[config.mk]
export PLATFORM = sky130hd
export DESIGN_NAME = beasu_ctrl
export DESIGN_NICKNAME = d
export VERILOG_FILES = /design/src/best_edge_addition_search_unit_assert.svh /design/src/beasu_pkg.sv /design/src/beasu_ctrl.sv
export SDC_FILE = /design/constraint.sdc
export NUM_CORES = 1
export LEC_CHECK = 0
export BUFFER_PORTS_ARGS = -buffer_cell sky130_fd_sc_hd__buf_4
export CELL_PAD_IN_SITES_DETAIL_PLACEMENT = 1
export CELL_PAD_IN_SITES_GLOBAL_PLACEMENT = 1
export CORE_AREA = 2 2 39 41
export CTS_CLUSTER_SIZE = 25
export DETAILED_ROUTE_END_ITERATION = 10
export DIE_AREA = 0 0 41 43
export PLACE_DENSITY = 0.57
export SLEW_MARGIN = 5
export SYNTH_ARGS = -nofsm -noshare
export SYNTH_HDL_FRONTEND = slang
export SYNTH_SLANG_ARGS = --single-unit
[constraint.sdc]
create_clock -name clk -period 2.2 [get_ports clk]
set_input_delay 0.66 -clock clk [delete_from_list [all_inputs] [get_ports clk]]
set_output_delay 0.66 -clock clk [all_outputs]
set_load 0.02 [all_outputs]
[src/best_edge_addition_search_unit_assert.svh]
// Assertion macros shared by the best edge addition search unit.
// Depends on signals named clk and rst_n in the including scope.
`ifndef BEST_EDGE_ADDITION_SEARCH_UNIT_ASSERT_SVH
`define BEST_EDGE_ADDITION_SEARCH_UNIT_ASSERT_SVH
`ifndef SYNTH
// Same-cycle implication, checked outside reset.
`define BEASU_ASSERT_NOW(lbl, ante, cons) \
    lbl: assert property (@(posedge clk) disable iff (!rst_n) (ante) |-> (cons)) \
        else $error("beasu assertion failed");
// Next-cycle implication, checked outside reset.
`define BEASU_ASSERT_NEXT(lbl, ante, cons) \
    lbl: assert property (@(posedge clk) disable iff (!rst_n) (ante) |=> (cons)) \
        else $error("beasu assertion failed");
`else
`define BEASU_ASSERT_NOW(lbl, ante, cons)
`define BEASU_ASSERT_NEXT(lbl, ante, cons)
`endif
`endif

[src/beasu_pkg.sv]
// Shared constants, state encoding and controller/datapath handshake types.
// No dependencies.
package beasu_pkg;

    localparam int MAX_NODES_DEF  = 32;
    localparam int DIST_WIDTH_DEF = 16;
    localparam int SUM_W          = 26;
    localparam int NODE_CFG_W     = 6;
    localparam int WEIGHT_W       = 16;
    localparam int COST_W         = 16;
    localparam int NODE_FIELD_W   = 5;
    localparam int PADDR_W        = 3;
    localparam int PDATA_W        = 32;

    localparam logic [NODE_CFG_W-1:0] NODE_COUNT_RESET = NODE_CFG_W'(32);
    localparam logic [SUM_W-1:0]      SUM_MAX          = '1;

    // Register index codes, taken from paddr[2].
    localparam logic REG_NODE_COUNT = 1'b0;

    typedef enum logic {
        OP_LOAD = 1'b0,
        OP_EVAL = 1'b1
    } beasu_op_t;

    typedef enum logic [2:0] {
        ST_IDLE,
        ST_ROW_RD,
        ST_ROW_WAIT,
        ST_PAIR_RD,
        ST_PAIR_EX,
        ST_FINISH
    } beasu_state_t;

    typedef struct packed {
        logic load_wr;
        logic eval_begin;
        logic row_rd;
        logic row_latch;
        logic pair_ex;
        logic out_load;
    } beasu_cmd_t;

    typedef struct packed {
        logic load_last;
        logic matrix_ready;
        logic solving;
        logic row_end;
        logic pass_last;
        logic out_free;
    } beasu_status_t;

endpackage

[src/beasu_ctrl.sv]
// Sequencer for loads, the all-pairs solve and candidate edge passes.
// Depends on beasu_pkg.
module beasu_ctrl (
    input  logic                     clk,
    input  logic                     rst_n,
    input  logic                     in_valid,
    input  logic                     in_cmd,
    output logic                     in_ready,
    input  beasu_pkg::beasu_status_t st,
    output beasu_pkg::beasu_cmd_t    cmd
);
    import beasu_pkg::*;

    beasu_state_t state_reg;
    beasu_state_t state_next;

    // State register.
    always_ff @(posedge clk or negedge rst_n)
    begin
        if (!rst_n)
        begin
            state_reg <= ST_IDLE;
        end
        else
        begin
            state_reg <= state_next;
        end
    end

    // Next state and commands.
    always_comb
    begin
        state_next = state_reg;
        cmd        = '0;
        in_ready   = 1'b0;
        unique case (state_reg)
            ST_IDLE:
            begin
                in_ready = 1'b1;
                if (in_valid)
                begin
                    if (beasu_op_t'(in_cmd) == OP_LOAD)
                    begin
                        cmd.load_wr = 1'b1;
                        if (st.load_last)
                        begin
                            state_next = ST_ROW_RD;
                        end
                    end
                    else if (st.matrix_ready)
                    begin
                        cmd.eval_begin = 1'b1;
                        state_next     = ST_ROW_RD;
                    end
                end
            end
            ST_ROW_RD:
            begin
                cmd.row_rd = 1'b1;
                state_next = ST_ROW_WAIT;
            end
            ST_ROW_WAIT:
            begin
                cmd.row_latch = 1'b1;
                state_next    = ST_PAIR_RD;
            end
            ST_PAIR_RD:
            begin
                state_next = ST_PAIR_EX;
            end
            ST_PAIR_EX:
            begin
                cmd.pair_ex = 1'b1;
                if (st.pass_last)
                begin
                    state_next = st.solving ? ST_IDLE : ST_FINISH;
                end
                else if (st.row_end)
                begin
                    state_next = ST_ROW_RD;
                end
                else
                begin
                    state_next = ST_PAIR_RD;
                end
            end
            ST_FINISH:
            begin
                if (st.out_free)
                begin
                    cmd.out_load = 1'b1;
                    state_next   = ST_IDLE;
                end
            end
            default:
            begin
                state_next = ST_IDLE;
            end
        endcase
    end

endmodule

# --- Word-level counts from Yosys, hierarchy flattened ---
# Cells that the tools add are included.
word_totals:
  register_bits: 3
  latch_bits: 0
  ram_bits: 0
  mem_bits_ro: 0
  in_bits: 10
  output_inout_bits: 7
  word_cells: 32
  mem_count: 0
op_classes:
  add_sub_neg: 0
  mul: 0
  div: 0
  magnitude_cmp: 0
  eq_ne: 9
  shift: 0
  n_mux: 20
  bitwise: 0
  reduce_logical: 2
op_table:
  columns: ["cell", "n"]
  rows:
  - ["3-bit two-way mux", 7]
  - ["3-bit case mux with 6 select lines", 1]
  - ["1-bit two-way mux", 9]
  - ["3-bit by 2-bit equality test with 1-bit output (second input constant)", 2]
  - ["3-bit equality test (second input constant)", 2]
  - ["2-bit two-way mux", 3]
  - ["3-bit inequality test (second input constant)", 2]
  - ["2-bit inequality test (second input constant)", 2]
  - ["4-bit AND reduction", 1]
  - ["3-bit by 1-bit equality test with 1-bit output (second input constant)", 1]
  - ["3-bit logical NOT", 1]

# --- Longest topological paths before layout ---
# Gate-level depths: netlist of the first run.
depth:
  depth_word: 4
  depth_mapped: 3

# --- Least setup slack after synthesis of the first run ---
# OpenSTA, ideal clock, no wires.
synth_timing:
  kind: "register -> output"
  start: "register state_reg[0]"
  end: "output port cmd[4] in the netlist's numbering"
  arrival_time_ns: 1.460
  required_time_ns: 1.540
  slack_ns: 0.080
  stages_incl_launch_ff: 4
  path_cell_list: "dfrtp_1 nor3_1 nand2_1 nor2_1"
synth_rtl:
  columns: ["item", "line", "rtl"]
  rows:
  - ["start, declared", "beasu_ctrl.sv:14", "beasu_state_t state_reg;"]
  - ["start signal, assigned", "beasu_ctrl.sv:26", "state_reg <= state_next;"]
  - ["end, declared", "beasu_ctrl.sv:10", "output beasu_pkg::beasu_cmd_t cmd"]

==> out/results.txt, run 1 <==
Status - finished, final reports clean
Sum Neg Setup Slack - 0 ns
Worst slew margin - 83.4%
Hold buffers post-CTS - 0
Maxcap violations - 0
H-Tree Depth - 1
Clock Sink Count - 3
Net count after synthesis - 39
Largest register FFs - 3
R2R Path Start - state_reg[2]$_DFFE_PN0P_
FF-to-FF End - state_reg[0]$_DFFE_PN0P_
Fmax - 505 MHz
Via/cell ratio - 4.28
Layout cells sized above 1 - 40.8%
Crit start category - register
TritonCTS buffer count - 3
Postcts setup bufs - 0
# nets final - 60
Antenna cells - 0
Root buf cell - clkbuf_4
Area of the core - 0.00138 mm²
Maximum VDD drop - 0.355 mV
GR peak layer - met2
Final worst setup slack - 0.221 ns
Final Critical Period - 1.98 ns
Post-synthesis cell count - 29
Final wirelength - 675 µm
Post-synthesis sequential area ratio - 33.5%
Met3 Use GR - 1.57%
Crit path required time - 1.54 ns
Post-synth top cells - nand2_1, nor2_1, dfrtp_1, nor2b_1
Antenna Nets Post-Route - 0
Ys async rst share - 100%
Met1 usage - 10.3%
Grt met2 use - 15.0%
Top-count cell post-synth - nand2_1
Leak - 0.194 nW
Initial antenna violation count - 0
Unrepaired setup endpoints after global routing - no
R2R cell count - 3
Synthesis-stage register bit count - 3
Global-route wire length before repair - 1.09 mm
Reg clk slew, reported paths - 0.04 ns
Reg2reg setup slack - 1.06 ns
Slew Limit Fails - 0
Dpl ws - 0.453 ns
Via count - 278
Vias in the first global route - 295
FILL cells - 175
Hpwl dp - 560 µm
GRT Util Overall - 9.25%
I/O Buffers - 16
Synth-to-Final Area Change - 74.3%
Chip height - 43 µm
Final Hold Viols - 0
Part of the cycle the worst path needs - 89.9%
Die area - 0.00176 mm²
Worst-Margin Slew - 0.249 ns
GRT overflow - 0
DRC Markers - 0
Crit. End Element - primary output
Yosys warns - 0
Setup violations, final - 0
Clk buf depth - 2
CP Max Fanout - 8
Dominant cells by area after synthesis - dfrtp_1, nand2_1, nor2b_1, and2b_1, nor2_1
Setup CP Type - register to primary output
Worst-Skew Late Latency - 0.23 ns
Clock skew - 0.00158 ns
Synthesized area - 224 µm²
Placer Congestion - 0.654
Largest net degree at the start of global routing - 10
DR iter-0 viols - 0
HP Class - input pin to async pin
Ys flop type - dfrtp_1
Detailed Routing Iterations Pass 1 - 1
Post-synth cell types - 15
CTS tree - done
Post-synth top area cell - dfrtp_1
Row cnt - 14
IO Count - 17
Die Wd - 41 µm
CP arrival - 1.32 ns
Post-synth EDFFs - 0
Avg WL per Cell - 10.4 µm
Initial Util - 16.2%
Post-CTS resize count - 0
Pwr/cell area - 1280 mW/mm²
Mapped Avg Cell Area - 7.72 µm²
Tot Pwr - 0.501 mW
Post-synth top area share - 33.5%
[power breakdown]
| group | internal [mW] | switching (mW) | total [mW] | leakage, nW |
|---|---|---|---|---|
| sequential | 0.0824 | 0.0500 | 0.132 | 0.0382 |
| clock | 0.0678 | 0.0268 | 0.0946 | 0.0150 |
| combinational | 0.133 | 0.142 | 0.274 | 0.141 |
| total | 0.283 | 0.218 | 0.501 | 0.194 |
[cells in the final DEF, fill, tap and decap left out, drive strengths merged]
cell type	count
nor2b	3
buf	16
clkbuf	4
o221ai	1
nand3	1
dfrtp	3
nor2	4
mux2	1
a21oi	2
nand2	5
nor3	1
and2b	2
o21bai	1
nor3b	2
o21ai	1
and3	1
nand3b	1
[metrics by stage]
| step | hold slack [ns] | instance area [µm²] | utilization (%) | std cells |
|---|---|---|---|---|
| final | 0.209 | 390 | 28.2 | 65 |
| after global routing | 0.196 | 390 | 28.2 | 65 |
| after CTS | 0.205 | 390 | 28.2 | 65 |
| after detailed placement | 0.450 | 364 | 26.3 | 61 |
| after global placement | 0.450 | 364 | 26.3 | 61 |
| after floorplan | 0.364 | 224 | - | 29 |
[cell type report]
cell class,instances,area [µm²],share of cell area [%]
tap,16,20.0,5.13
timing repair buffer,16,120,30.8
clock buffer,4,26.3,6.73
sequential,3,75.1,19.2
multi-input combinational,26,149,38.1
[critical path, cell delays in order (launching register included)]
cell     delay (ns)
dfrtp_1        0.45
nor3_1         0.27
nand2_1        0.11
nor2_1         0.11
buf_4          0.14
[metal layers]
layer	wire, µm	vias up
met5	0	-
met4	17	0
met3	42	2
met2	360	12
met1	255	123
li1	-	141
[logic make-up (layout without fill, tap and decap cells)]
family	count (synthesis)	in the layout	synth area share, %
simple gates	20	20	47.5
compound gates	5	5	14.0
flops	3	3	33.5
mux	1	1	5.03
buf+inv	0	20	0
[worst max path at each step]
| stage | from | end | slack [ns] | depth (start not counted) |
|---|---|---|---|---|
| 2_1_floorplan | state_reg[0]$_DFFE_PN0P_ | cmd[4] | 0.08 | 3 |
| 3_3_place_gp | st[0] | cmd[0] | 0.46 | 3 |
| 3_5_place_dp | state_reg[0]$_DFFE_PN0P_ | cmd[4] | 0.45 | 4 |
| 4_1_cts | state_reg[0]$_DFFE_PN0P_ | cmd[5] | 0.20 | 4 |
| 5_1_grt | state_reg[0]$_DFFE_PN0P_ | cmd[5] | 0.12 | 4 |
| 6_report | state_reg[0]$_DFFE_PN0P_ | cmd[4] | 0.22 | 4 |
Note: power is estimated with default switching activity, not from simulation.
==> inputs of run 2 (changes only) <==
--- a/config.mk
+++ b/config.mk
@@ -5,7 +5,7 @@
 export SDC_FILE = /design/constraint.sdc
 export NUM_CORES = 1
 export LEC_CHECK = 0
-export BUFFER_PORTS_ARGS = -buffer_cell sky130_fd_sc_hd__buf_4
+export BUFFER_PORTS_ARGS = -buffer_cell sky130_fd_sc_hd__buf_2
 export CELL_PAD_IN_SITES_DETAIL_PLACEMENT = 1
 export CELL_PAD_IN_SITES_GLOBAL_PLACEMENT = 1
 export CORE_AREA = 2 2 39 41
==> out/results.txt, run 2 (synthesized netlist as in run 1, its figures left out) <==
Placer Congestion - 0.642
R2R cell count - 3
Clock skew - 0.000278 ns
IO Count - 17
Synth-to-Final Area Change - 56.4%
Global-route wire length before repair - 1.12 mm
Status - finished, final reports clean
Commonest non-fill, non-tap cell in the layout - buf_2
Via/cell ratio - 4.26
Root buf cell - clkbuf_4
CTS tree - done
Final Hold Viols - 0
Critical path's slowest cell - dfrtp_1
Via count - 277
FF-to-FF End - state_reg[0]$_DFFE_PN0P_
Antenna cells - 0
Critical Path Start - state_reg[0]$_DFFE_PN0P_
Reg clk slew, reported paths - 0.04 ns
Avg WL per Cell - 10.2 µm
Setup CP Type - register to primary output
Layout cells sized above 1 - 40.8%
Postcts setup bufs - 0
DRC Markers - 0
Antenna Nets Post-Route - 0
Largest register FFs - 3
Final Critical Period - 1.95 ns
Final wirelength - 661 µm
Crit path required time - 1.54 ns
Part of the cycle the worst path needs - 88.8%
Die Wd - 41 µm
Area of the core - 0.00138 mm²
Post-CTS resize count - 0
GRT overflow - 0
CP arrival - 1.29 ns
CP Max Fanout - 8
Initial antenna violation count - 0
GRT Util Overall - 9.56%
Chip height - 43 µm
H-Tree Depth - 1
Clock Sink Count - 3
TritonCTS buffer count - 3
Detailed Routing Iterations Pass 1 - 1
Sum Neg Setup Slack - 0 ns
DR iter-0 viols - 0
Worst slew margin - 83.7%
Hold buffers post-CTS - 0
Hpwl dp - 535 µm
Fmax - 512 MHz
Worst-Skew Late Latency - 0.23 ns
Slew Limit Fails - 0
Maxcap violations - 0
Pwr/cell area - 1340 mW/mm²
Initial Util - 16.2%
R2R Path Start - state_reg[2]$_DFFE_PN0P_
Worst-Margin Slew - 0.244 ns
Bufs and invs on worst path - 1
Crit. End Element - primary output
I/O Buffers - 16
Crit start category - register
HP Class - input pin to async pin
Die area - 0.00176 mm²
Unrepaired setup endpoints after global routing - no
Vias in the first global route - 300
Post-route design area - 350 µm²
Largest net degree at the start of global routing - 10
# nets final - 60
Maximum VDD drop - 0.340 mV
CP peak stage delay - 0.45 ns
Row cnt - 14
Most frequent cells in the layout - buf_2, nand2_1, nor2_1
Placed inst area - 324 µm²
Tot Pwr - 0.470 mW
Setup violations, final - 0
Crit-path leading delay family - flip-flops
Reg2reg setup slack - 1.08 ns
CP cell instances - nor3_1, nand2_1, nor2_1, buf_2
Leak - 0.186 nW
Clk buf depth - 2
-- run 2: area by class of cell --
cell class	instances	area, µm²
multi-input combinational	26	149
fill	180	1030
sequential	3	75.1
tap	16	20.0
timing repair buffer	16	80.1
clock buffer	4	26.3
-- run 2: worst max-delay path by stage --
stage | to | slack (ns) | depth (start not counted)
finish | cmd[4] | 0.25 | 4
global route | cmd[4] | 0.09 | 4
CTS | cmd[4] | 0.23 | 4
detailed placement | cmd[0] | 0.46 | 3
global placement | cmd[0] | 0.46 | 3
floorplan | cmd[4] | 0.08 | 3
-- run 2: worst register-to-register path: stages (launching register included) --
cell	delay (ns)
dfrtp_1	0.46
and2b_1	0.25
a21oi_1	0.14
o221ai_1	0.14
-- run 2: routing by layer --
metal	track usage (%)	vias to the layer above	share of wire (%)
li1	-	141	-
met2	15.3	10	53
met3	1.57	0	5.6
met4	8.00	0	0
met1	10.0	126	41
met5	0	-	0
-- run 2: through the flow --
step,setup slack [ns],utilization [%],instances,hold WS [ns]
2_1_floorplan,0.0797,-,29,0.364
4_1_cts,0.226,25.3,65,0.207
3_5_place_dp,0.463,23.4,61,0.458
6_report,0.246,25.3,65,0.216
5_1_grt,0.0943,25.3,65,0.202
3_3_place_gp,0.462,23.4,61,0.458
-- run 2: report_power, final --
group	internal [mW]	switching [mW]
clock network	0.0679	0.0274
registers	0.0824	0.0495
logic	0.104	0.138
total	0.254	0.215
